## src/sv/anti_replay_window_check_assert.svh

```systemverilog
// Assertion macros used by the anti-replay window check RTL (arw_window).
`ifndef ANTI_REPLAY_WINDOW_CHECK_ASSERT_SVH
`define ANTI_REPLAY_WINDOW_CHECK_ASSERT_SVH

// Checked on every clock edge outside reset.
`define ARW_ASSERT(lbl, prop, msg) \
  lbl: assert property (@(posedge clk_i) disable iff (!rst_ni) (prop)) else $error(msg);

// Checked on every clock edge, reset included.
`define ARW_ASSERT_ALWAYS(lbl, prop, msg) \
  lbl: assert property (@(posedge clk_i) (prop)) else $error(msg);

`endif

```

## src/sv/arw_pkg.sv

```systemverilog
// Shared types and constants for the anti-replay window check.
package arw_pkg;

  localparam int unsigned CntBits  = 32;
  localparam int unsigned SeqBits  = 32;
  localparam int unsigned MapBits  = 32;
  localparam int unsigned MapIdxW  = $clog2(MapBits);
  localparam int unsigned WinW     = 6;
  localparam int unsigned CfgIdxW  = 2;
  localparam int unsigned CfgDataW = 32;

  localparam logic [CfgIdxW-1:0] CfgWindowSize    = CfgIdxW'(0);
  localparam logic [CfgIdxW-1:0] CfgInitialOffset = CfgIdxW'(1);

  localparam logic [WinW-1:0] WinReset = WinW'(32);
  localparam logic [WinW-1:0] WinMax   = WinW'(MapBits);

  typedef enum logic [1:0] {
    VerdictAccept  = 2'd0,
    VerdictWrapped = 2'd1,
    VerdictTooOld  = 2'd2,
    VerdictDup     = 2'd3
  } verdict_e;

  typedef struct packed {
    verdict_e verdict;
    logic     advanced;
  } result_t;

endpackage

```

## src/sv/arw_window.sv

```systemverilog
// Sliding window state (highest relative number and seen bitmap) and classification.
module arw_window import arw_pkg::*; (
  input  logic               clk_i,
  input  logic               rst_ni,
  input  logic               step_i,
  input  logic [CntBits-1:0] rel_i,
  input  logic [WinW-1:0]    win_size_i,
  output result_t            res_o
);

  `include "anti_replay_window_check_assert.svh"

  logic [CntBits-1:0] highest_q, highest_d;
  logic [MapBits-1:0] seen_q, seen_d;
  logic [WinW-1:0]    win;
  logic [CntBits-1:0] diff_up, diff_dn;
  logic               newer;

  assign win     = (win_size_i > WinMax) ? WinMax : win_size_i;
  assign newer   = rel_i > highest_q;
  assign diff_up = rel_i - highest_q;
  assign diff_dn = highest_q - rel_i;

  always_comb begin
    highest_d    = highest_q;
    seen_d       = seen_q;
    res_o.verdict  = VerdictAccept;
    res_o.advanced = 1'b0;
    if (rel_i == '0) begin
      res_o.verdict = VerdictWrapped;
    end else if (newer) begin
      // shift the bitmap up by the distance, or restart it past the window
      if (diff_up < CntBits'(win)) begin
        seen_d = (seen_q << diff_up[MapIdxW-1:0]) | MapBits'(1);
      end else begin
        seen_d = MapBits'(1);
      end
      highest_d      = rel_i;
      res_o.advanced = 1'b1;
    end else if (diff_dn >= CntBits'(win)) begin
      res_o.verdict = VerdictTooOld;
    end else if (seen_q[diff_dn[MapIdxW-1:0]]) begin
      res_o.verdict = VerdictDup;
    end else begin
      seen_d[diff_dn[MapIdxW-1:0]] = 1'b1;
    end
  end

  always_ff @(posedge clk_i or negedge rst_ni) begin
    if (!rst_ni) begin
      highest_q <= CntBits'(1);
      seen_q    <= '0;
    end else if (step_i) begin
      highest_q <= highest_d;
      seen_q    <= seen_d;
    end
  end

  `ARW_ASSERT(a_highest_nonzero, highest_q != '0, "highest relative number is zero")
  `ARW_ASSERT(a_adv_sets_bit0, step_i && res_o.advanced |=> seen_q[0],
              "window advanced without marking the new highest")
  `ARW_ASSERT(a_adv_grows, step_i && res_o.advanced |=> highest_q > $past(highest_q),
              "window advanced without raising the highest")
  `ARW_ASSERT(a_reject_holds,
              step_i && (res_o.verdict == VerdictWrapped || res_o.verdict == VerdictTooOld ||
                         res_o.verdict == VerdictDup)
              |=> $stable(highest_q) && $stable(seen_q),
              "rejected number changed the window")

endmodule

```

## src/sv/anti_replay_window_check.sv

```systemverilog
// Anti-replay sliding window check: top level with handshakes and configuration.
//
// Input channel: in_valid_i/in_ready_o carry one received seq_number_i per
// transaction. Output channel: out_valid_o/out_ready_i return verdict_o
// (accepted, wrapped, too old, duplicate) and window_advanced_o per item.
// Configuration: cfg_valid_i/cfg_ready_o write cfg_data_i to register
// cfg_index_i (0 window size, 1 initial offset); other indexes are ignored.
// cfg_ready_o is always high; write only while no item is in flight.
// Pipeline: the offset is subtracted into the input register at the
// transaction edge, then the window update and verdict are registered into
// the output register as soon as that register is free.
// Throughput: one item per cycle while out_ready_i does not stall the output,
// set by the read-modify-write of the highest number and seen bitmap.
// Reset: window size 32, offset 0, highest relative number 1, bitmap empty,
// both pipeline registers empty.
// Stall: a held result keeps out_valid_o and its payload; one more item
// waits in the input register, after which in_ready_o drops until
// out_ready_i frees the output register.
module anti_replay_window_check import arw_pkg::*; (
  input  logic                clk_i,
  input  logic                rst_ni,
  input  logic                in_valid_i,
  output logic                in_ready_o,
  input  logic [SeqBits-1:0]  seq_number_i,
  output logic                out_valid_o,
  input  logic                out_ready_i,
  output logic [1:0]          verdict_o,
  output logic                window_advanced_o,
  input  logic                cfg_valid_i,
  output logic                cfg_ready_o,
  input  logic [CfgIdxW-1:0]  cfg_index_i,
  input  logic [CfgDataW-1:0] cfg_data_i
);

  logic [WinW-1:0]    win_size_q;
  logic [SeqBits-1:0] offset_q;
  logic               s1_valid_q;
  logic [CntBits-1:0] s1_rel_q;
  logic               out_valid_q;
  result_t            out_res_q;
  result_t            res;
  logic               out_load, step, in_fire;

  assign cfg_ready_o = 1'b1;

  always_ff @(posedge clk_i or negedge rst_ni) begin
    if (!rst_ni) begin
      win_size_q <= WinReset;
      offset_q   <= '0;
    end else if (cfg_valid_i) begin
      case (cfg_index_i)
        CfgWindowSize:    win_size_q <= cfg_data_i[WinW-1:0];
        CfgInitialOffset: offset_q   <= cfg_data_i[SeqBits-1:0];
        default:          ;
      endcase
    end
  end

  assign out_load   = !out_valid_q || out_ready_i;
  assign step       = s1_valid_q && out_load;
  assign in_ready_o = !s1_valid_q || out_load;
  assign in_fire    = in_valid_i && in_ready_o;

  always_ff @(posedge clk_i or negedge rst_ni) begin
    if (!rst_ni) begin
      s1_valid_q  <= 1'b0;
      out_valid_q <= 1'b0;
    end else begin
      if (in_fire) begin
        s1_valid_q <= 1'b1;
      end else if (step) begin
        s1_valid_q <= 1'b0;
      end
      if (out_load) begin
        out_valid_q <= s1_valid_q;
      end
    end
  end

  // relative number, modulo the counter width
  always_ff @(posedge clk_i) begin
    if (in_fire) begin
      s1_rel_q <= CntBits'(seq_number_i) - CntBits'(offset_q);
    end
    if (step) begin
      out_res_q <= res;
    end
  end

  arw_window u_window (
    .clk_i      (clk_i),
    .rst_ni     (rst_ni),
    .step_i     (step),
    .rel_i      (s1_rel_q),
    .win_size_i (win_size_q),
    .res_o      (res)
  );

  assign out_valid_o       = out_valid_q;
  assign verdict_o         = out_res_q.verdict;
  assign window_advanced_o = out_res_q.advanced;

endmodule
```

## config.mk

```make
export PLATFORM = sky130hd
export DESIGN_NAME = anti_replay_window_check
export DESIGN_NICKNAME = d
export VERILOG_FILES = /design/src/sv/arw_pkg.sv /design/src/sv/arw_window.sv /design/src/sv/anti_replay_window_check.sv
export VERILOG_INCLUDE_DIRS = /design/src /design/src/sv
export SDC_FILE = /design/constraint.sdc
export NUM_CORES = 1
export LEC_CHECK = 0
export ABC_AREA = 1
export BUFFER_PORTS_ARGS = -buffer_cell sky130_fd_sc_hd__buf_2
export CAP_MARGIN = 25
export CELL_PAD_IN_SITES_DETAIL_PLACEMENT = 0
export CELL_PAD_IN_SITES_GLOBAL_PLACEMENT = 1
export CORE_MARGIN = 5
export CORE_UTILIZATION = 31
export DETAILED_ROUTE_END_ITERATION = 8
export PLACE_DENSITY_LB_ADDON = 0.1
export SYNTH_ARGS = -nofsm -noshare
export SYNTH_HDL_FRONTEND = slang
export SYNTH_SLANG_ARGS = --single-unit
```

## constraint.sdc

```tcl
create_clock -name clk_i -period 11.15 [get_ports clk_i]
set_clock_uncertainty 0.2 [all_clocks]
set_input_delay 0.5575 -clock clk_i [delete_from_list [all_inputs] [get_ports clk_i]]
set_output_delay 0.5575 -clock clk_i [all_outputs]
set_load 0.1 [all_outputs]
```

==> results.sh <==
export IMPL_detail_route_antenna_nets=0
export IMPL_syn_num_nets=2555
export IMPL_synth_common_cells="nand2_1, inv_1, o21ai_0, nor2_1, nand3_1"
export IMPL_rrSetupSlack_ps=6400
export IMPL_grt_ovfl_total=0
export IMPL_tightestPinTransition_ps=953
export IMPL_finalCritPeriodShare_pct=42.6
export IMPL_critPathCaptureType="register"
export IMPL_final_nets=2596
export IMPL_drt_wl_total_um=51900
export IMPL_outcome="completed"
export IMPL_drive_above_1_share_pct=6.38
export IMPL_area_growth_pct=10.9
export IMPL_maxSlewViolCount=0
export IMPL_cp_start_kind="register"
export IMPL_hold_viol=0
export IMPL_arrival_ps=4930
export IMPL_grt_total_usage_pct=20.5
export IMPL_grt_start_max_net_pins=65
export IMPL_die_area_um2=50800
export IMPL_yosys_warnings=0
export IMPL_wl_per_cell_um=17.1
export IMPL_required_ps=11330
export IMPL_seqCellArea_um2=3660
export IMPL_vias=14700
export IMPL_start_util_pct=31.1
export IMPL_core_area_um2=46300
export IMPL_hp_class="input port to register"
export IMPL_synth_edf_count=35
export IMPL_hold_depth=2
export IMPL_gp_congestion=0.881
export IMPL_multi_input_area_um2=8940
export IMPL_ys_top_cells_by_area="nand2_1, dfrtp_1, inv_1"
export IMPL_yosysMostFrequentCell="nand2_1"
export IMPL_cts_tree="built"
export IMPL_route_detailed_drc=0
export IMPL_clk_pin_slew_ps=70
export IMPL_antenna_found_initial=1
export IMPL_place_port_buffers=75
export IMPL_num_antenna_cells=0
export IMPL_reg2reg_depth=25
export IMPL_clock_latency_ps=490
export IMPL_die_w_um=225
export IMPL_cts_setup_buffers=0
export IMPL_critPathMaxFanout=47
export IMPL_max_clock_freq_ghz=0.211
export IMPL_async_flop_share_pct=74.8
export IMPL_syn_inst=2376
export IMPL_setup_tns_ps=0
export IMPL_io_pins=77
export IMPL_fillers=5237
export IMPL_critPathKind="register to register"
export IMPL_clock_sinks=139
export IMPL_ys_ff_latch=139
export IMPL_yosys_most_used_dff="dfrtp_1"
export IMPL_ys_types=51
export IMPL_grt_pass1_vias=14200
export IMPL_fp_row_count=79
export IMPL_clock_tree_root_cell="clkbuf_16"
export IMPL_post_drt_via_cell_ratio=4.83
export IMPL_synth_avg_cell_area_um2=6.05
export IMPL_firstDrtPassIters=5
export IMPL_drt_iter0_markers=887
export IMPL_max_clock_path_buffers=2
export IMPL_cts_max_level=4
export IMPL_maxCapViolations=0
export IMPL_rsz0062_at_grt="false"
export IMPL_synth_top_cell_area_share_pct=21.7
export IMPL_synth_largest_area_cell="nand2_1"
export IMPL_seq_area_frac_synth_pct=25.4
export IMPL_hpwl_um=42800
export IMPL_die_y_um=225
export IMPL_setup_viol=0
export IMPL_netlist_area_um2=14400
export IMPL_cts_buffers=17
export IMPL_maxSlewHeadroom_pct=36.4
export IMPL_grt_pass1_wl_um=80200
export IMPL_fin_crit_ps=4750
==> worst paths after layout <==
kind                                                  from                                 end
max in group asynchronous                           rst_ni     u_window.seen_q[17]$_DFFE_PN0P_
hold reg to reg            u_window.seen_q[26]$_DFFE_PN0P_     u_window.seen_q[26]$_DFFE_PN0P_
hold / removal                              cfg_data_i[31]            offset_q[31]$_DFFE_PN0P_
setup reg to reg                     s1_rel_q[2]$_DFFE_PP_     u_window.seen_q[30]$_DFFE_PN0P_
min in group asynchronous                           rst_ni  u_window.highest_q[25]$_DFFE_PN0P_
setup / recovery                     s1_rel_q[2]$_DFFE_PP_     u_window.seen_q[30]$_DFFE_PN0P_
==> worst max-delay path, stage by stage, from the launching register on <==
cell	delay (ps)
edfxtp_1	380
inv_1	70
ha_1	510
nand2_1	120
nand3_1	220
xor2_1	740
ha_1	380
nand2_1	60
nand2_1	40
nor2_1	80
nand3_1	100
nand2_1	100
nand2_1	50
nor2_1	80
nand2_1	60
nor2_1	90
nand2_1	70
nor2_1	100
nand2_1	150
nor2_4	140
nand3_2	70
nand2_2	70
buf_4	440
nand2_1	140
nand2_1	80
nand2_1	50
==> repair_timing <==
item / 4_1_cts / 5_1_grt
gates resized for setup: 0 / 0
hold endpoints to repair: 51 / 0
hold buffers: 1 / 0
==> registers in the layout, summed over array words and instances, names as in the netlist <==
register            count
offset_q               32
out_valid_o             1
s1_rel_q               32
s1_valid_q              1
u_window.highest_q     32
u_window.seen_q        32
verdict_o               2
win_size_q              6
window_advanced_o       1
==> final cells by class <==
type | count | share of cell area, %
multi-input combinational | 1778 | 56.0
clock buffer | 20 | 2.80
clock inverter | 12 | 1.01
inverter | 391 | 9.20
tap | 607 | 4.76
timing repair buffer | 90 | 3.26
sequential | 139 | 22.9
==> kinds of logic after synthesis <==
| kind of cell | share of synthesized area, % |
|---|---|
| AND/OR/NAND/NOR | 34.3 |
| buffers and inverters | 12.6 |
| AO/OA/AOI/OAI | 15.0 |
| flip-flops | 25.4 |
| adder cells (fa/ha/maj) | 9.55 |
| XOR/XNOR | 2.56 |
| multiplexers | 0.566 |
| other | 0.0261 |
==> metrics by stage <==
step	hold WS (ps)	worst slack, ps	cell area [um2]	cells	util (%)
final	99.0	6400	15900	3037	34.5
after global routing	80.9	6050	15900	3037	34.5
after CTS	62.5	5880	15900	3035	34.4
after detailed placement	266	5890	15300	3002	33.0
after global placement	262	5940	15300	3002	33.0
after floorplan	61.9	7490	14400	2376	-
==> cells in the final DEF (no fill, tap or decap), types with 20 or more instances in the layout <==
| cell | count |
|---|---|
| o21ai_0 | 188 |
| nor2_1 | 186 |
| xor2_1 | 27 |
| o21ai_1 | 20 |
| nand2_1 | 831 |
| edfxtp_1 | 35 |
| nand4_1 | 31 |
| nand3_1 | 130 |
| inv_1 | 380 |
| dfrtp_1 | 102 |
| a21oi_1 | 129 |
| buf_2 | 74 |
| ha_1 | 104 |
==> layer usage <==
| layer | vias up | GRT usage [%] | wire length, um |
|---|---|---|---|
| met1 | 6714 | 27.7 | 24500 |
| met5 | - | 0 | 13 |
| li1 | 7599 | - | - |
| met2 | 312 | 34.0 | 24300 |
| met3 | 51 | 3.00 | 2050 |
| met4 | 2 | 6.27 | 1130 |
Power is left out: the tool's default activity adds up to more than one toggle a clock period on the data nets, which glitch-free logic cannot reach.
